`src/sv/segx_pkg.sv`:
```
`default_nettype none
package segx_pkg;

  localparam int COORD_BITS = 16;
  localparam int FRAC_BITS  = 16;
  localparam int DELTA_BITS = COORD_BITS + 1;
  localparam int PROD_BITS  = 2 * DELTA_BITS;
  localparam int SUM_BITS   = PROD_BITS + 1;
  localparam int SQ_BITS    = PROD_BITS;
  localparam int RAD_BITS   = SQ_BITS + 16;
  localparam int ROOT_BITS  = RAD_BITS / 2;
  localparam int SREM_BITS  = ROOT_BITS + 2;
  localparam int DIST_BITS  = 25;
  localparam int CROSS_BITS = 24;
  localparam int IN_BITS    = 8 * COORD_BITS;
  localparam int OUT_BITS   = 80;

  typedef struct packed {
    logic                          hit;
    logic signed [DELTA_BITS-1:0]  dx;
    logic signed [DELTA_BITS-1:0]  dy;
    logic signed [COORD_BITS-1:0]  px;
    logic signed [COORD_BITS-1:0]  py;
  } side_t;

  typedef struct packed {
    side_t                side;
    logic [SUM_BITS-1:0]  den;
    logic [SUM_BITS-1:0]  rnum;
    logic [SQ_BITS-1:0]   sq;
  } front_t;

  typedef struct packed {
    side_t                 side;
    logic [FRAC_BITS-1:0]  rq;
    logic [ROOT_BITS-1:0]  len8;
  } core_t;

  typedef struct packed {
    logic                          hit;
    logic [DIST_BITS-1:0]          distance;
    logic signed [CROSS_BITS-1:0]  cx;
    logic signed [CROSS_BITS-1:0]  cy;
  } res_t;

endpackage
`default_nettype wire

```
`src/sv/segx_back.sv`:
```
`default_nettype none
module segx_back (
  input  wire logic          clk,
  input  wire logic          rst,
  input  wire logic          ce,
  input  wire logic          in_valid,
  input  segx_pkg::core_t    in_item,
  output logic               out_valid,
  output segx_pkg::res_t     out_item
);

  localparam int CB = segx_pkg::COORD_BITS;
  localparam int FB = segx_pkg::FRAC_BITS;
  localparam int TB = segx_pkg::ROOT_BITS;
  localparam int DB = segx_pkg::DIST_BITS;
  localparam int XB = segx_pkg::CROSS_BITS;
  localparam int LB = TB + FB;
  localparam int OB = FB + CB;

  logic          v1;
  logic          hit1, negx1, negy1;
  logic [LB-1:0] pd1;
  logic [OB-1:0] offx1, offy1;
  logic signed [CB-1:0] px1, py1;
  logic [CB-1:0] adx, ady;
  logic signed [XB-1:0] basex, basey;
  logic [XB-1:0] ox, oy;

  logic           v2;
  segx_pkg::res_t r2;

  always_comb begin
    adx   = in_item.side.dx[CB] ? CB'(-in_item.side.dx) : CB'(in_item.side.dx);
    ady   = in_item.side.dy[CB] ? CB'(-in_item.side.dy) : CB'(in_item.side.dy);
    basex = {px1, 8'b0};
    basey = {py1, 8'b0};
    ox    = XB'(offx1 >> (FB - 8));
    oy    = XB'(offy1 >> (FB - 8));
  end

  always_ff @(posedge clk) begin
    if (rst) begin
      v1 <= 1'b0;
      v2 <= 1'b0;
    end else if (ce) begin
      v1 <= in_valid;
      v2 <= v1;
    end
  end

  always_ff @(posedge clk) begin
    if (ce) begin
      hit1  <= in_item.side.hit;
      negx1 <= in_item.side.dx[CB];
      negy1 <= in_item.side.dy[CB];
      pd1   <= LB'(in_item.len8) * LB'(in_item.rq);
      offx1 <= OB'(in_item.rq) * OB'(adx);
      offy1 <= OB'(in_item.rq) * OB'(ady);
      px1   <= in_item.side.px;
      py1   <= in_item.side.py;

      r2.hit      <= hit1;
      r2.distance <= hit1 ? DB'(pd1 >> FB) : '0;
      r2.cx       <= hit1 ? (negx1 ? basex - $signed(ox) : basex + $signed(ox)) : '0;
      r2.cy       <= hit1 ? (negy1 ? basey - $signed(oy) : basey + $signed(oy)) : '0;
    end
  end

  assign out_valid = v2;
  assign out_item  = r2;

endmodule
`default_nettype wire

```
`config.mk`:
```
export PLATFORM = sky130hd
export DESIGN_NAME = segx_back
export DESIGN_NICKNAME = d
export VERILOG_FILES = /design/src/sv/segx_pkg.sv /design/src/sv/segx_back.sv
export SDC_FILE = /design/constraint.sdc
export NUM_CORES = 2
export LEC_CHECK = 0
export ABC_AREA = 0
export ABC_CLOCK_PERIOD_IN_PS = 11700
export BUFFER_PORTS_ARGS = -buffer_cell sky130_fd_sc_hd__clkbuf_2
export CAP_MARGIN = 20
export CORE_AREA = 2 2 281 311
export DETAILED_ROUTE_END_ITERATION = 16
export DIE_AREA = 0 0 283 313
export GPL_ROUTABILITY_DRIVEN = 0
export GPL_TIMING_DRIVEN = 1
export PLACE_DENSITY = 0.65
export SYNTH_ARGS = -nofsm -noshare
export SYNTH_HDL_FRONTEND = slang
export SYNTH_SLANG_ARGS = --single-unit
```
`constraint.sdc`:
```
create_clock -name clk -period 11.7 [get_ports clk]
set_clock_uncertainty 0.1 [all_clocks]
set_input_delay 1.755 -clock clk [delete_from_list [all_inputs] [get_ports clk]]
set_output_delay 1.755 -clock clk [all_outputs]
set_load 0.005 [all_outputs]
```
==> metrics.csv <==
stage;metric;value;unit
outcome;status;finished clean;
finish;area_growth_syn_to_layout;7.163;%
hold_path;hold_path.class;flop to flop;
finish;fill_cells;8106;
cts;cts_root_buffer;clkbuf_16;
synth;yosysWarnings;0;
sta;min_period_over_period;0.7531;
sta;max_freq;0.1135;GHz
global_routing;grt_max_degree;68;
setup_path;critical_path_required;11.87;ns
floorplan;core;85540;sq um
sta;rsz0062_at_grt;false;
global_routing;gr-usage-all-layers;0.2212;
sta;finalSetupTns;0;ns
place;port_buffers;186;
setup_path;critical_path.max_fanout;18;
floorplan;ios;187;
floorplan;chipHeight;313;microns
drt;vias;27500;
synth;yosysSeqAreaShare;0.1446;
floorplan;start_util;0.4449;
sta;relSlewSlack;0.3057;
cts;cts_buffers;17;
cts;cts_num_sinks;184;
drt;ant_nets;0;
global_routing;grt_antenna_before_repair;4;
drt;viasPerCell;5.178;
global_routing;grt_overflow;0;
finish;seqCellArea;5505;sq um
cts;ctsHoldBuffers;0;
synth;synth_edf_count;182;
synth;syn_area;38060;sq um
cts;post_cts_buffers;0;
cts;clock_latency;0.54;ns
cts;h-tree-depth;4;
setup_path;critPathKind;input pin to flop;
global_routing;grt_pass1_wl;154500;microns
drt;routed_wl;93720;microns
cts;clockBufferDepth;2;
place;place_hpwl;72390;microns
sta;worst_slew_pin_slew;1.033;ns
finish;multi_input_area;28730;sq um
setup_path;arrival;8.98;ns
drt;drt_iter0_drc;1692;
setup_path;cp-end-kind;flop;
sta;hold_viol_final;0;
synth;synthArstFlopShare;0;
setup_path;worst_setup_path_start_kind;input pin;
synth;synth_nets;5261;
finish;utilization;0.4768;
floorplan;die-area;88580;sq um
drt;drc;0;
job;drv_cap;0;
cts;ctsResizeCount;0;
synth;netlist_instances;4066;
floorplan;fp.dieW;283;microns
setup_path;cpMaxStageDelayCell;fa_1;
floorplan;rows;113;
cts;cts_tree;built;
synth;yosys_register_bits;184;
synth;synth.distinct_cells;71;
finish;drive_gt1_frac;0.06975;
global_routing;grt_pass1_vias;29210;
cts;clkTransAtPathRegs;0.08;ns
finish;final_nets;5340;
sta;drv_slew;0;
drt;wire_per_inst;17.65;microns
sta;fin_crit;8.811;ns
drt;drt_first_pass_iters;5;
synth;yosys_most_used_dff;edfxtp_1;
setup_path;cpMostUsedCell;fa_1;
synth;synthesis.area_per_instance;9.361;sq um
sta;setup_violations;0;
setup_path;slowest_delay;0.53;ns
==> layout by cell type, fill, tap and decap left out, types with 7 or more instances in the layout <==
cell type,count
a211oi_1,10
a21o_1,41
a21oi_1,92
a31oi_1,9
and2_1,320
and3_1,16
buf_4,56
clkbuf_16,17
clkbuf_2,184
edfxtp_1,182
fa_1,707
ha_1,376
inv_1,837
nand2_1,568
nand2b_1,32
nand3_1,29
nand4_1,15
nor2_1,125
nor2b_1,109
nor3_1,30
nor4_1,7
o211ai_1,12
o21a_1,10
o21ai_0,70
o21bai_1,12
o31ai_1,21
or3_1,13
xnor2_1,83
xor2_1,53
==> through the flow <==
step                cell area [sq um]  setup WS (ns)  std cells  hold WS [ns]
floorplan                       38060          2.737       4066        0.3244
global placement                40180          2.501       5276        0.3792
detailed placement              40180          2.403       5276        0.3941
CTS                             40780          2.962       5308        0.4167
global route                    40780          2.482       5309        0.4456
finish                          40790          2.889       5310        0.4069
==> per-layer routing <==
metal	up-vias	share of wire	global-route usage
li1	12580	-	-
met1	13970	0.43	0.2930
met2	789	0.49	0.3742
met3	153	0.055	0.03574
met4	4	0.024	0.06588
met5	-	0.00031	0
==> final cells by class <==
class | count | share of cell area
well taps | 1150 | 0.03528
flip-flops and latches | 184 | 0.1350
clock buffers | 17 | 0.01043
multi-input cells | 2862 | 0.7045
diodes | 2 | 0.0001227
inverters | 838 | 0.07712
clock inverters | 15 | 0.004264
repair buffers | 242 | 0.03335
==> registers in the layout, summed over array words and instances (netlist names) <==
signal     count
py1           16
out_valid      1
negy1          1
offy1         24
px1           16
negx1          1
hit1           1
out_item      74
v1             1
pd1           25
offx1         24
==> critical path: cells and delay by family <==
family,cells,cell delay [ns]
adder cells (fa/ha/maj),8,3.43
buffers and inverters,7,0.82
AO/OA/AOI/OAI,9,2.18
AND/OR/NAND/NOR,3,0.51
XOR/XNOR,2,0.26
==> cells by family after synthesis <==
kind of cell             Yosys count  share of synthesized area
AO/OA/AOI/OAI                    347                    0.05973
XOR/XNOR                         138                    0.03176
adder cells (fa/ha/maj)         1083                     0.4955
buffers and inverters           1020                     0.1008
flip-flops                       184                     0.1446
multiplexers                       8                   0.002531
AND/OR/NAND/NOR                 1286                     0.1650
==> synth_stat cells, drive strengths merged (6+ instances only) <==
cell,instances,share of area
a31oi,9,0.0015
clkbuf,177,0.017
nand2,568,0.056
nor4,8,0.0017
xor2,53,0.012
ha,376,0.12
fa,707,0.37
nor2,125,0.012
o21ai,74,0.0097
mux2i,8,0.0025
nor2b,109,0.018
nand3,29,0.0038
a211oi,10,0.0020
edfxtp,182,0.14
a21oi,92,0.012
o41ai,6,0.0014
o21a,10,0.0020
a21o,41,0.0081
and2,320,0.053
o31ai,21,0.0041
nor3,30,0.0039
o211ai,12,0.0024
o21bai,12,0.0024
and3,16,0.0026
inv,838,0.083
nand2b,32,0.0053
xnor2,85,0.020
or3,13,0.0021
nand4,15,0.0025
==> final timing paths <==
check	startpoint	end	slack, ns	cells past startpoint
worst min register to register	v1	v1	0.41	2
worst min-delay path	v1	v1	0.41	2
worst max register to register	offx1[16]	out_item[45]	8.25	11
worst max-delay path	in_item[90]	offx1[27]	2.89	29
Power is not shown: default switching activity piles up to over one toggle a cycle in this logic, so the estimate is an artifact.
