$ cat config.mk
export PLATFORM = sky130hd
export DESIGN_NAME = segx_outq
export DESIGN_NICKNAME = d
export VERILOG_FILES = /design/src/sv/segx_pkg.sv /design/src/sv/segx_outq.sv
export SDC_FILE = /design/constraint.sdc
export NUM_CORES = 1
export LEC_CHECK = 0
export BUFFER_PORTS_ARGS = -buffer_cell sky130_fd_sc_hd__buf_4
export CORE_MARGIN = 1.5
export CORE_UTILIZATION = 40
export CTS_BUF_LIST = sky130_fd_sc_hd__clkbuf_2 sky130_fd_sc_hd__clkbuf_4 sky130_fd_sc_hd__clkbuf_8
export DETAILED_ROUTE_END_ITERATION = 12
export HOLD_SLACK_MARGIN = 0.06
export PLACE_DENSITY_LB_ADDON = 0.05
export SLEW_MARGIN = 25
export SYNTH_ARGS = -nofsm -noshare
export SYNTH_HDL_FRONTEND = slang
export SYNTH_SLANG_ARGS = --single-unit
$ cat constraint.sdc
create_clock -name clk -period 2.5 [get_ports clk]
set_clock_uncertainty 0.1 [all_clocks]
set_input_delay 0.125 -clock clk [delete_from_list [all_inputs] [get_ports clk]]
set_output_delay 0.125 -clock clk [all_outputs]
set_load 0.02 [all_outputs]
$ cat src/sv/segx_pkg.sv
`default_nettype none
package segx_pkg;

  localparam int COORD_BITS = 16;
  localparam int FRAC_BITS  = 16;
  localparam int DELTA_BITS = COORD_BITS + 1;
  localparam int PROD_BITS  = 2 * DELTA_BITS;
  localparam int SUM_BITS   = PROD_BITS + 1;
  localparam int SQ_BITS    = PROD_BITS;
  localparam int RAD_BITS   = SQ_BITS + 16;
  localparam int ROOT_BITS  = RAD_BITS / 2;
  localparam int SREM_BITS  = ROOT_BITS + 2;
  localparam int DIST_BITS  = 25;
  localparam int CROSS_BITS = 24;
  localparam int IN_BITS    = 8 * COORD_BITS;
  localparam int OUT_BITS   = 80;

  typedef struct packed {
    logic                          hit;
    logic signed [DELTA_BITS-1:0]  dx;
    logic signed [DELTA_BITS-1:0]  dy;
    logic signed [COORD_BITS-1:0]  px;
    logic signed [COORD_BITS-1:0]  py;
  } side_t;

  typedef struct packed {
    side_t                side;
    logic [SUM_BITS-1:0]  den;
    logic [SUM_BITS-1:0]  rnum;
    logic [SQ_BITS-1:0]   sq;
  } front_t;

  typedef struct packed {
    side_t                 side;
    logic [FRAC_BITS-1:0]  rq;
    logic [ROOT_BITS-1:0]  len8;
  } core_t;

  typedef struct packed {
    logic                          hit;
    logic [DIST_BITS-1:0]          distance;
    logic signed [CROSS_BITS-1:0]  cx;
    logic signed [CROSS_BITS-1:0]  cy;
  } res_t;

endpackage
`default_nettype wire

$ cat src/sv/segx_outq.sv
`default_nettype none
module segx_outq (
  input  wire logic                          clk,
  input  wire logic                          rst,
  input  wire logic                          push,
  input  segx_pkg::res_t                     push_item,
  output logic                               ce,
  output logic                               m_tvalid,
  input  wire logic                          m_tready,
  output logic [segx_pkg::OUT_BITS-1:0]      m_tdata,
  output logic [0:0]                         m_tuser
);

  localparam int PB = segx_pkg::DIST_BITS + 2 * segx_pkg::CROSS_BITS;

  logic [1:0]     cnt;
  segx_pkg::res_t e0, e1;
  logic           pop;

  assign ce       = (cnt != 2'd2);
  assign m_tvalid = (cnt != 2'd0);
  assign pop      = m_tvalid & m_tready;
  assign m_tdata  = {{(segx_pkg::OUT_BITS - PB){1'b0}}, e0.cy, e0.cx, e0.distance};
  assign m_tuser  = e0.hit;

  always_ff @(posedge clk) begin
    if (rst) begin
      cnt <= 2'd0;
    end else begin
      cnt <= cnt + 2'(push) - 2'(pop);
    end
  end

  always_ff @(posedge clk) begin
    if (push && pop) begin
      if (cnt == 2'd1) begin
        e0 <= push_item;
      end else begin
        e0 <= e1;
        e1 <= push_item;
      end
    end else if (pop) begin
      e0 <= e1;
    end else if (push) begin
      if (cnt == 2'd0) begin
        e0 <= push_item;
      end else begin
        e1 <= push_item;
      end
    end
  end

endmodule
`default_nettype wire

==> results_tabular.tex, run 1 <==
\begin{tabular}{lr}
\hline
Metric & Value \\
\hline
\multicolumn{2}{l}{\textbf{Run status}} \\
Outcome & finished, final reports clean \\
\multicolumn{2}{l}{\textbf{Final layout}} \\
Fin util & 57.5\% \\
Antenna fix cells & 0 \\
Total non-filler cell area in the finished layout & 8290 µm² \\
Fraction of layout instances using a drive strength above 1 & 51.7\% \\
Signed area change from the synthesized netlist to the final layout & 41.7\% \\
Number of fill cells in the layout & approximately 1200 \\
\# nets final & $\sim$580 \\
\multicolumn{2}{l}{\textbf{Critical path}} \\
Worst-case register-to-register setup slack & 0.15 ns \\
Max incr delay on CP & 0.54 ns \\
Critical path data required time & 2.73 ns \\
Cells on worst reg2reg path & 7 \\
Endpoint of the worst register-to-register path & cnt[0] \\
Maximum net fanout on the critical path & 5 \\
Ordered list of cells on the worst path & or2\_2, and2\_1, ha\_1, inv\_1, ha\_1, nor2b\_1, dlygate4sd3\_1 \\
Crit path buffers/inverters & 2 \\
Crit Path Category & flop to flop \\
Critical path launch point type & flop \\
Data arrival time of the critical path & 2.58 ns \\
Cell at the slowest stage of the critical path & dlygate4sd3\_1 \\
Most prevalent standard cell on the critical path & ha\_1 \\
Type of destination of the critical path & flop \\
Reg-to-reg critical path startpoint & cnt[1] \\
Cell family with most CP delay & simple AND/OR/NAND/NOR gates \\
\multicolumn{2}{l}{\textbf{Global routing}} \\
Pin count of the biggest net entering global routing & 42 \\
Vias in the first global route & between 3000 and 4000 \\
Number of antenna violations at the first check in global routing & 0 \\
Global-route wire length before repair & 16300 µm \\
Total GRT Usage & 14.8\% \\
GRT Residual Overflow & 0 \\
\multicolumn{2}{l}{\textbf{Pwr}} \\
Leakage power of the design & 0.00342 µW \\
Power density of the placed cells & $\sim$960 nW/µm² \\
Highest ir drop seen on vdd & 0.650 mV \\
Overall power of the completed layout & about 7900 µW \\
\multicolumn{2}{l}{\textbf{CTS}} \\
Number of instances resized during post-cts repair & 0 \\
Clock transition at the register clock pins on the worst setup and hold paths after CTS & approximately 0.070 ns \\
Maximum number of buffers from clock root to sink & 2 \\
CTS Root Buffer Type & clkbuf\_8 \\
Clock latency on the worst-skew pair & 0.44 ns \\
TritonCTS clock tree & yes \\
H-tree depth & 4 \\
TritonCTS sink count & 150 \\
Num CTS Buffers & 17 \\
\multicolumn{2}{l}{\textbf{Synthesis}} \\
Number of warnings reported in the yosys synthesis log & 0 \\
Number of synthesized register bits & 150 \\
Cell area after technology mapping & approximately 5900 µm² \\
Count of distinct cell types in the synthesized netlist & 21 \\
Synthesized netlist cell count & 256 \\
Sequential fraction of the synthesis area & between 70\% and 80\% \\
Post-Syn Area per Cell & roughly 23 µm² \\
\multicolumn{2}{l}{\textbf{Placed design}} \\
Port bufs & approximately 150 \\
Final weighted congestion in routability-driven placement & 0.676 \\
Final HPWL DP & 6630 µm \\
Area after detailed placement & a little over 7000 µm² \\
Pre-CTS setup slack & 0.537 ns \\
\multicolumn{2}{l}{\textbf{Timing}} \\
Clock period minus final worst setup slack & 2.35 ns \\
Final hold violation count & 0 \\
Max Clock Freq & 425 MHz \\
Slack of the critical path & 0.147 ns \\
Final setup violation count & 0 \\
Setup TNS & 0 ns \\
Final critical-path share of the clock period & 94.1\% \\
Setup repair after global routing missed its margin & no \\
Number of pins exceeding their max-slew limit in the final report & 0 \\
\multicolumn{2}{l}{\textbf{Floorplanning}} \\
Initial Utilization & between 40\% and 50\% \\
Placeable core region & 14400 µm² \\
Die footprint & 15400 µm² \\
Vert. Die Dim & around 120 µm \\
Number of top-level pins & 161 \\
Number of standard-cell rows in the floorplan & 44 \\
Die W & 124 µm \\
\multicolumn{2}{l}{\textbf{Hold path}} \\
Endpoint, Worst Hold & e1[9] \\
Kind of path behind the tightest hold check & input port to flop \\
Hold Path Cell Cnt & 2 \\
Launch point of the worst hold path & push \\
\multicolumn{2}{l}{\textbf{Routing}} \\
Total number of vias & about 3100 \\
Drt total wl & 10700 µm \\
Final routed DRC violation total & 0 \\
Drt wl/cell & 15.3 µm \\
DRT Pass-1 Iters & 4 \\
Number of design-rule violations left by the first detailed-router iteration & about 180 \\
Vias per cell & 4.47 \\
ANT nets after route & 0 \\
\multicolumn{2}{l}{\textbf{Job}} \\
MaxCap Viol Count & 0 \\
\hline
\end{tabular}
==> state kept, by name, summed over array words and instances (netlist names) <==
signal	flops
m_tuser	1
m_tdata	73
e1	74
cnt	2
==> cell type report <==
| class | count | area (µm²) | area share, % |
|---|---|---|---|
| Clock buffer | 18 | 241 | 2.91 |
| Clock inverter | 13 | 114 | 1.37 |
| Inverter | 2 | 7.51 | 0.0905 |
| Multi-Input combinational cell | 95 | 1210 | 14.6 |
| Sequential cell | 150 | 4480 | 54.1 |
| Tap cell | 184 | 230 | 2.78 |
| Timing Repair Buffer | 235 | 2000 | 24.2 |
==> worst register-to-register path, delay by kind of cell, from the launching register on <==
family / cells / cell delay (ns)
AND/OR/NAND/NOR: 3 / 0.65
buffers and inverters: 2 / 0.58
adder cells (fa/ha/maj): 2 / 0.52
flip-flops: 1 / 0.39
==> how the worst max path moves through the flow <==
stage | start | end | slack, ns | cells after the start
floorplan | cnt[1] | m_tdata[0] | 0.18 | 2
global placement | cnt[1] | cnt[1] | 0.61 | 8
detailed placement | cnt[1] | cnt[1] | 0.54 | 8
CTS | cnt[1] | cnt[0] | 0.15 | 7
global route | cnt[1] | cnt[0] | 0.06 | 7
finish | cnt[1] | cnt[0] | 0.15 | 7
==> layer usage <==
layer,global-route usage (%),part of all wire [%],up-vias
met5,0,0,-
met4,6.18,1.5,0
met3,6.78,8.0,11
met2,23.7,49,110
met1,17.2,42,1523
li1,-,-,1475
==> logic make-up after synthesis <==
logic type,count (synthesis),synth area share [%]
buf+inv,17,3.36
compound gates,2,0.278
mux,75,18.3
flops,150,76.6
other cells,1,0.0641
simple gates,7,0.663
fa+ha+maj,2,0.428
xor+xnor,2,0.299
==> placed cells by master (no fill, tap or decap) <==
cell / n
mux2_2: 14
dlygate4sd3_1: 76
clkbuf_8: 17
inv_1: 2
xnor2_1: 1
xor2_1: 1
edfxtp_1: 148
conb_1: 7
or2_2: 1
o21a_4: 1
nor2b_2: 1
clkinv_1: 4
clkbuf_4: 1
mux2_4: 61
ha_1: 2
inv_6: 1
and2_1: 1
o21ai_4: 1
clkinv_2: 6
nor2b_1: 1
nand2_1: 1
bufinv_16: 2
buf_4: 155
nor2_1: 2
dfxtp_1: 2
buf_12: 4
==> per-stage QoR <==
stage | instances | hold WS [ns]
after floorplan | 262 | 0.0966
after global placement | 590 | 0.194
after detailed placement | 590 | 0.198
after CTS | 697 | 0.117
after global routing | 697 | 0.129
final | 697 | 0.145
==> cells in the mapped netlist <==
master,count,share of area [%]
and2_1,1,0.11
buf_12,6,2.1
buf_2,1,0.085
buf_4,7,0.90
buf_6,1,0.19
conb_1,1,0.064
dfxtp_1,2,0.68
edfxtp_1,148,76
ha_1,2,0.43
inv_1,2,0.13
mux2_2,15,2.9
mux2_4,60,15
nand2_1,1,0.064
nor2_1,2,0.13
nor2b_1,1,0.11
nor2b_2,1,0.15
o21a_1,1,0.13
o21ai_2,1,0.15
or2_2,1,0.11
xnor2_1,1,0.15
xor2_1,1,0.15
==> repair_timing <==
item | in CTS | in global routing
setup buffers | 0 | 0
hold buffers | 76 | 0
endpoints found under the hold margin | 150 | 0
==> power breakdown <==
part,total (µW),internal (µW),switching [µW]
Combinational,2530,1210,1330
Sequential,3710,3550,161
Clock,1700,868,836
No activity file was read; power rests on OpenSTA's default activity.
==> run 2: changes to the inputs <==
--- a/config.mk
+++ b/config.mk
@@ -8,7 +8,7 @@
 export BUFFER_PORTS_ARGS = -buffer_cell sky130_fd_sc_hd__buf_4
 export CORE_MARGIN = 1.5
 export CORE_UTILIZATION = 40
-export CTS_BUF_LIST = sky130_fd_sc_hd__clkbuf_2 sky130_fd_sc_hd__clkbuf_4 sky130_fd_sc_hd__clkbuf_8
+export CTS_BUF_LIST = sky130_fd_sc_hd__clkbuf_8
 export DETAILED_ROUTE_END_ITERATION = 12
 export HOLD_SLACK_MARGIN = 0.06
 export PLACE_DENSITY_LB_ADDON = 0.05
==> constraint.sdc (replaced) <==
create_clock -name clk -period 2.29 [get_ports clk]
set_clock_uncertainty 0.1 [all_clocks]
set_input_delay 0.1145 -clock clk [delete_from_list [all_inputs] [get_ports clk]]
set_output_delay 0.1145 -clock clk [all_outputs]
set_load 0.02 [all_outputs]
==> run 2 against run 1 <==
  * Flip-flop and latch count unchanged
  * Power grew 10%
  * Hold slack improved by 0.12 ns
  * Clock-buffer cell count decreased by 1
  * Via count increased by 0.64%
  * Core utilization up 0.069 points
  * Register-to-register slack gained 0.19 ns
  * Clock power grew 16%
  * Die area stayed put
  * Routed wire length increased by 1.4%
==> results_tabular.tex, run 2 (same netlist as run 1, synthesis figures left out) <==
\begin{tabular}{lr}
\hline
Metric & Value \\
\hline
\multicolumn{2}{l}{\textbf{Global routing}} \\
Global-route track usage on met3 & 4.85\% (-1.9 points) \\
GRT Residual Overflow & 0 (unchanged) \\
Number of antenna violations at the first check in global routing & 0 (unchanged) \\
Met2 track demand over resource in global routing & 23.6\% (-0.10 points) \\
Global-route track usage on met1 & 17.5\% (+0.29 points) \\
Total GRT Usage & 14.4\% (-0.32 points) \\
Busiest metal layer after global routing & met2 \\
Vias in the first global route & 3236 (+0.12\%) \\
Pin count of the biggest net entering global routing & 49 (+17\%) \\
Global-route wire length before repair & 16200 µm (-0.47\%) \\
\multicolumn{2}{l}{\textbf{Critical path}} \\
Crit path buffers/inverters & 1 (-1) \\
Cell at the slowest stage of the critical path & dfxtp\_1 \\
Max incr delay on CP & 0.39 ns (-0.15 ns) \\
Critical path launch point type & flop \\
Most prevalent standard cell on the critical path & ha\_1 \\
Maximum net fanout on the critical path & 5 (unchanged) \\
Ordered list of cells on the worst path & or2\_2, and2\_1, ha\_1, inv\_1, ha\_1, xor2\_1, xnor2\_1, nor2\_1 \\
Critical path data required time & 2.52 ns (-0.21 ns) \\
Type of destination of the critical path & flop \\
Cell family with most CP delay & simple AND/OR/NAND/NOR gates \\
Crit Path Category & flop to flop \\
Data arrival time of the critical path & 2.19 ns (-0.39 ns) \\
\multicolumn{2}{l}{\textbf{Timing}} \\
Clock period minus final worst setup slack & 1.96 ns (-0.396 ns) \\
Number of pins exceeding their max-slew limit in the final report & 0 (unchanged) \\
Max Clock Freq & 511 MHz (+20\%) \\
Setup repair after global routing missed its margin & no \\
Slack of the critical path & 0.333 ns (+0.186 ns) \\
Final hold violation count & 0 (unchanged) \\
Final setup violation count & 0 (unchanged) \\
Final critical-path share of the clock period & 85.5\% (-8.7 points) \\
Setup TNS & 0 ns (unchanged) \\
\multicolumn{2}{l}{\textbf{Floorplanning}} \\
Die footprint & 15400 µm² (unchanged) \\
Die W & 124 µm (unchanged) \\
Number of standard-cell rows in the floorplan & 44 (unchanged) \\
Initial Utilization & 40.6\% (unchanged) \\
Vert. Die Dim & 124 µm (unchanged) \\
Number of top-level pins & 161 (unchanged) \\
Placeable core region & 14400 µm² (unchanged) \\
\multicolumn{2}{l}{\textbf{Routing}} \\
Number of design-rule violations left by the first detailed-router iteration & 95 (-48\%) \\
DRT Pass-1 Iters & 4 (unchanged) \\
Drt total wl & 10800 µm (+1.4\%) \\
Total number of vias & 3139 (+0.64\%) \\
Final routed DRC violation total & 0 (unchanged) \\
Vias per cell & 4.50 (+0.64\%) \\
Drt wl/cell & 15.5 µm (+1.4\%) \\
ANT nets after route & 0 (unchanged) \\
\multicolumn{2}{l}{\textbf{Run status}} \\
Outcome & finished, final reports clean \\
\multicolumn{2}{l}{\textbf{Final layout}} \\
Antenna fix cells & 0 (unchanged) \\
Fraction of layout instances using a drive strength above 1 & 51.3\% (-0.39 points) \\
Highest-count cells in the layout ignoring fill and taps & buf\_4, edfxtp\_1, dlygate4sd3\_1 \\
\# nets final & 581 (unchanged) \\
Multi-input gate area & 1210 µm² (unchanged) \\
Largest register FFs & 74 (unchanged) \\
Signed area change from the synthesized netlist to the final layout & 41.9\% \\
Most common cell after layout, fill and taps aside & buf\_4 \\
Register containing the most flip-flops in the final layout & e1 \\
Number of fill cells in the layout & 1153 (-0.86\%) \\
Storage element area & 4480 µm² (unchanged) \\
\multicolumn{2}{l}{\textbf{CTS}} \\
Clock transition at the register clock pins on the worst setup and hold paths after CTS & 0.07 ns (about the same) \\
Num CTS Buffers & 17 (unchanged) \\
H-tree depth & 4 (unchanged) \\
TritonCTS clock tree & yes \\
TritonCTS sink count & 150 (unchanged) \\
Clock latency on the worst-skew pair & 0.43 ns (about the same) \\
Post-CTS Repair Setup Buffers & 0 (unchanged) \\
CTS Root Buffer Type & clkbuf\_8 \\
Maximum number of buffers from clock root to sink & 2 (unchanged) \\
\multicolumn{2}{l}{\textbf{Pwr}} \\
Overall power of the completed layout & 8770 µW (+10\%) \\
Highest ir drop seen on vdd & 0.508 mV (-22\%) \\
Leakage power of the design & 0.00342 µW (about the same) \\
Power density of the placed cells & 1060 nW/µm² (+10\%) \\
\multicolumn{2}{l}{\textbf{Job}} \\
MaxCap Viol Count & 0 (unchanged) \\
\multicolumn{2}{l}{\textbf{Hold path}} \\
Kind of path behind the tightest hold check & input port to flop \\
\multicolumn{2}{l}{\textbf{Placed design}} \\
Pre-CTS setup slack & 0.334 ns (-0.203 ns) \\
Final HPWL DP & 6580 µm (-0.73\%) \\
Final weighted congestion in routability-driven placement & 0.709 (+4.8\%) \\
Port bufs & 153 (unchanged) \\
\hline
\end{tabular}
[run 2: cell count changes in the layout (fill, tap and decap cells not counted)]
cell        previous run  this run
buf_12                 4         3
buf_4                155       156
inv_1                  2         4
clkinv_2               6         3
bufinv_16              2         3
inv_6                  1         0
clkinvlp_4             0         1
clkinv_4               0         1
clkbuf_4               1         0
[run 2: final timing paths]
| check | start | end | slack [ns] | depth (start not counted) |
|---|---|---|---|---|
| setup / recovery | cnt[1] | cnt[1] | 0.33 | 8 |
| hold / removal | m_tready | cnt[1] | 0.27 | 6 |
| setup reg to reg | cnt[1] | cnt[1] | 0.33 | 8 |
| hold reg to reg | e1[12] | m_tdata[61] | 0.45 | 1 |
[run 2: what timing repair did]
| item | in CTS | in global routing |
|---|---|---|
| hold endpoints to repair | 150 | 0 |
| hold buffers | 76 | 0 |
| gates resized for setup | 0 | 0 |
[run 2: worst reg2reg max path, delay by kind of cell, from the launching register on]
kind / cells / cell delay (ns)
flops: 1 / 0.39
simple gates: 3 / 0.58
xor+xnor: 2 / 0.33
fa+ha+maj: 2 / 0.40
buf+inv: 1 / 0.06
[run 2: where the power goes]
part	switching, µW	internal (µW)	total, µW	leakage (µW)
Combinational	1460	1300	2760	0.00180
Sequential	164	3870	4040	0.00142
Clock	934	1040	1980	0.000198
Total	2560	6210	8770	0.00342
[run 2: per-stage QoR]
step / util [%] / hold slack [ns] / instance area (µm²) / cells
2_1_floorplan: - / 0.0861 / 5880 / 262
3_3_place_gp: 49.7 / 0.185 / 7170 / 590
3_5_place_dp: 49.7 / 0.187 / 7170 / 590
4_1_cts: 57.6 / 0.237 / 8300 / 697
5_1_grt: 57.6 / 0.278 / 8300 / 697
6_report: 57.6 / 0.269 / 8300 / 697
[run 2: final cells by class]
class	count	share of cell area (%)
sequential	150	54.0
timing repair buffer	235	24.0
multi-input combinational	95	14.6
clock buffer	17	2.82
tap	184	2.77
clock inverter	14	1.73
inverter	2	0.0904
[run 2: per-layer routing]
metal | part of all wire, % | up-vias | wire length [µm]
met2 | 49 | 102 | 5300
met1 | 43 | 1547 | 4670
met4 | 1.8 | 0 | 195
li1 | - | 1475 | -
met3 | 6.0 | 15 | 653
met5 | 0 | - | 0
==> run 3: changes to the inputs <==
--- a/config.mk
+++ b/config.mk
@@ -6,12 +6,14 @@
 export NUM_CORES = 1
 export LEC_CHECK = 0
 export BUFFER_PORTS_ARGS = -buffer_cell sky130_fd_sc_hd__buf_4
+export CELL_PAD_IN_SITES_DETAIL_PLACEMENT = 1
+export CELL_PAD_IN_SITES_GLOBAL_PLACEMENT = 1
 export CORE_MARGIN = 1.5
 export CORE_UTILIZATION = 40
 export CTS_BUF_LIST = sky130_fd_sc_hd__clkbuf_8
 export DETAILED_ROUTE_END_ITERATION = 12
 export HOLD_SLACK_MARGIN = 0.06
-export PLACE_DENSITY_LB_ADDON = 0.05
+export PLACE_DENSITY = 0.82
 export SLEW_MARGIN = 25
 export SYNTH_ARGS = -nofsm -noshare
 export SYNTH_HDL_FRONTEND = slang
==> run 3 against run 2 <==
  * Critical path depth unchanged
  * Clock-buffer cell count is the same
  * Sequential power about the same
  * Routed wire length up 17%
  * Core utilization up 0.47 points
  * Register-to-register slack got worse by 0.03 ns
  * Hold slack got worse by 0.0060 ns
  * Clock power grew 9%
  * Power up 3.2%
==> results_tabular.tex, run 3 (same netlist as run 1, synthesis figures left out) <==
\begin{tabular}{lr}
\hline
Metric & Value \\
\hline
\multicolumn{2}{l}{\textbf{Run status}} \\
Outcome & finished, final reports clean \\
\multicolumn{2}{l}{\textbf{Routing}} \\
ANT nets after route & 0 (unchanged) \\
Final routed DRC violation total & 0 (unchanged) \\
Drt total wl & 12700 µm (+17\%) \\
DRT Pass-1 Iters & 4 (unchanged) \\
Number of design-rule violations left by the first detailed-router iteration & 192 (+100\%) \\
Drt wl/cell & 18.2 µm (+17\%) \\
Total number of vias & 3155 (+0.51\%) \\
Vias per cell & 4.52 (+0.37\%) \\
\multicolumn{2}{l}{\textbf{Floorplanning}} \\
Vert. Die Dim & 124 µm (unchanged) \\
Die footprint & 15400 µm² (unchanged) \\
Initial Utilization & 40.6\% (unchanged) \\
Placeable core region & 14400 µm² (unchanged) \\
Number of standard-cell rows in the floorplan & 44 (unchanged) \\
Die W & 124 µm (unchanged) \\
Number of top-level pins & 161 (unchanged) \\
\multicolumn{2}{l}{\textbf{Critical path}} \\
Data arrival time of the critical path & 2.22 ns (+0.03 ns) \\
Cells on worst reg2reg path & 8 (unchanged) \\
Crit path buffers/inverters & 1 (unchanged) \\
Worst-case register-to-register setup slack & 0.30 ns (-0.03 ns) \\
Cell family with most CP delay & simple AND/OR/NAND/NOR gates \\
Cell at the slowest stage of the critical path & dfxtp\_1 \\
Maximum net fanout on the critical path & 5 (unchanged) \\
Max incr delay on CP & 0.38 ns (about the same) \\
Levels on crit path & 8 (unchanged) \\
Most prevalent standard cell on the critical path & ha\_1 \\
Ordered list of cells on the worst path & or2\_2, and2\_1, ha\_1, inv\_1, ha\_1, xor2\_1, xnor2\_1, nor2\_1 \\
Critical path launch point type & flop \\
Critical path data required time & 2.52 ns (about the same) \\
Reg-to-reg critical path startpoint & cnt[1] \\
Endpoint of the worst register-to-register path & cnt[1] \\
Type of destination of the critical path & flop \\
Crit Path Category & flop to flop \\
\multicolumn{2}{l}{\textbf{Timing}} \\
Setup repair after global routing missed its margin & no \\
Max Clock Freq & 502 MHz (-1.7\%) \\
Final setup violation count & 0 (unchanged) \\
Clock period minus final worst setup slack & 1.99 ns (+0.0336 ns) \\
Final critical-path share of the clock period & 86.9\% (+1.5 points) \\
Setup TNS & 0 ns (unchanged) \\
Final hold violation count & 0 (unchanged) \\
Number of pins exceeding their max-slew limit in the final report & 0 (unchanged) \\
Hold slack final & 0.263 ns (-0.00595 ns) \\
\multicolumn{2}{l}{\textbf{Hold path}} \\
Hold Path Cell Cnt & 3 (-3) \\
Launch point of the worst hold path & m\_tready \\
Endpoint, Worst Hold & m\_tdata[51] \\
Kind of path behind the tightest hold check & input port to flop \\
\multicolumn{2}{l}{\textbf{Final layout}} \\
Signed area change from the synthesized netlist to the final layout & 43.1\% \\
Most common cell after layout, fill and taps aside & buf\_4 \\
Register containing the most flip-flops in the final layout & e1 \\
Highest-count cells in the layout ignoring fill and taps & buf\_4, edfxtp\_1, dlygate4sd3\_1 \\
Largest register FFs & 74 (unchanged) \\
Fraction of layout instances using a drive strength above 1 & 51.9\% (+0.68 points) \\
Antenna fix cells & 0 (unchanged) \\
\# nets final & 581 (unchanged) \\
\multicolumn{2}{l}{\textbf{Pwr}} \\
Logic gate share of total power & 31.3\% (about the same) \\
Leakage power of the design & 0.00344 µW (+0.54\%) \\
Highest ir drop seen on vdd & 0.472 mV (-7.1\%) \\
Share of total power in the clock network & 23.8\% (+1.2 points) \\
Portion of total power attributed to sequential cells & 44.9\% (-1.1 points) \\
Switching component of the power & 2670 µW (+4.4\%) \\
Switching share of total power & 29.5\% (+0.35 points) \\
Power density of the placed cells & 1080 nW/µm² (+2.4\%) \\
Cell-internal power & 6380 µW (+2.7\%) \\
\multicolumn{2}{l}{\textbf{CTS}} \\
Clock transition at the register clock pins on the worst setup and hold paths after CTS & 0.07 ns (about the same) \\
Maximum number of buffers from clock root to sink & 2 (unchanged) \\
Clock latency on the worst-skew pair & 0.43 ns (about the same) \\
TritonCTS sink count & 150 (unchanged) \\
TritonCTS clock tree & yes \\
CTS Root Buffer Type & clkbuf\_8 \\
Num CTS Buffers & 17 (unchanged) \\
H-tree depth & 4 (unchanged) \\
Number of instances resized during post-cts repair & 0 (unchanged) \\
\multicolumn{2}{l}{\textbf{Global routing}} \\
Total GRT Usage & 16.7\% (+2.3 points) \\
Vias in the first global route & 3541 (+9.4\%) \\
Number of antenna violations at the first check in global routing & 0 (unchanged) \\
GRT Residual Overflow & 0 (unchanged) \\
Pin count of the biggest net entering global routing & 50 (+2.0\%) \\
Global-route wire length before repair & 18700 µm (+15\%) \\
\multicolumn{2}{l}{\textbf{Job}} \\
MaxCap Viol Count & 0 (unchanged) \\
\multicolumn{2}{l}{\textbf{Placed design}} \\
Port bufs & 153 (unchanged) \\
Final weighted congestion in routability-driven placement & 0.712 (+0.52\%) \\
Final HPWL DP & 7820 µm (+19\%) \\
\hline
\end{tabular}
-- run 3: final cells by class --
class | count | area (µm²)
Sequential cell | 150 | 4480
Inverter | 2 | 7.51
Fill cell | 1307 | 6050
Timing Repair Buffer | 235 | 2020
Multi-Input combinational cell | 95 | 1210
Clock inverter | 15 | 186
Clock buffer | 17 | 234
Tap cell | 184 | 230
-- run 3: power groups by stage --
stage	clock network, µW	registers [µW]	logic, µW
finish	2150	4070	2830
floorplan	0	4560	1310
detailed placement	0	4130	2760
global placement	0	4090	2680
global route	2300	4120	3020
CTS	2220	4070	2870
-- run 3: worst max path at each step --
stage | endpoint | from | slack [ns]
final | cnt[1] | cnt[1] | 0.30
after global routing | cnt[1] | cnt[1] | 0.22
after CTS | cnt[1] | cnt[1] | 0.29
after detailed placement | cnt[1] | cnt[1] | 0.31
after global placement | cnt[1] | cnt[1] | 0.40
after floorplan | e1[0] | cnt[0] | 0.34
-- run 3: through the flow --
stage	setup slack, ns	area (µm²)	cells	utilization, %	power (µW)
2_1_floorplan	0.342	5880	262	-	5870
3_3_place_gp	0.404	7190	590	49.9	6770
3_5_place_dp	0.310	7190	590	49.9	6890
4_1_cts	0.289	8370	698	58.0	9160
5_1_grt	0.221	8370	698	58.0	9440
6_report	0.299	8370	698	58.0	9050
-- run 3: what timing repair did --
action                    CTS  global route
setup buffers               0             0
hold endpoints to repair  150             0
hold buffers               76             0
-- run 3: layer usage --
| layer | wire [µm] | up-vias | part of all wire (%) | track usage (%) |
|---|---|---|---|---|
| met3 | 633 | 13 | 5.0 | 4.72 |
| met4 | 163 | 0 | 1.3 | 6.04 |
| met1 | 5080 | 1568 | 40 | 19.2 |
| li1 | - | 1478 | - | - |
| met5 | 0 | - | 0 | 0 |
| met2 | 6820 | 96 | 54 | 29.9 |
-- run 3: tightest hold or removal path, delay by kind of cell --
| family | cells | cell delay [ns] |
|---|---|---|
| multiplexers | 1 | 0.19 |
| buffers and inverters | 2 | 0.33 |
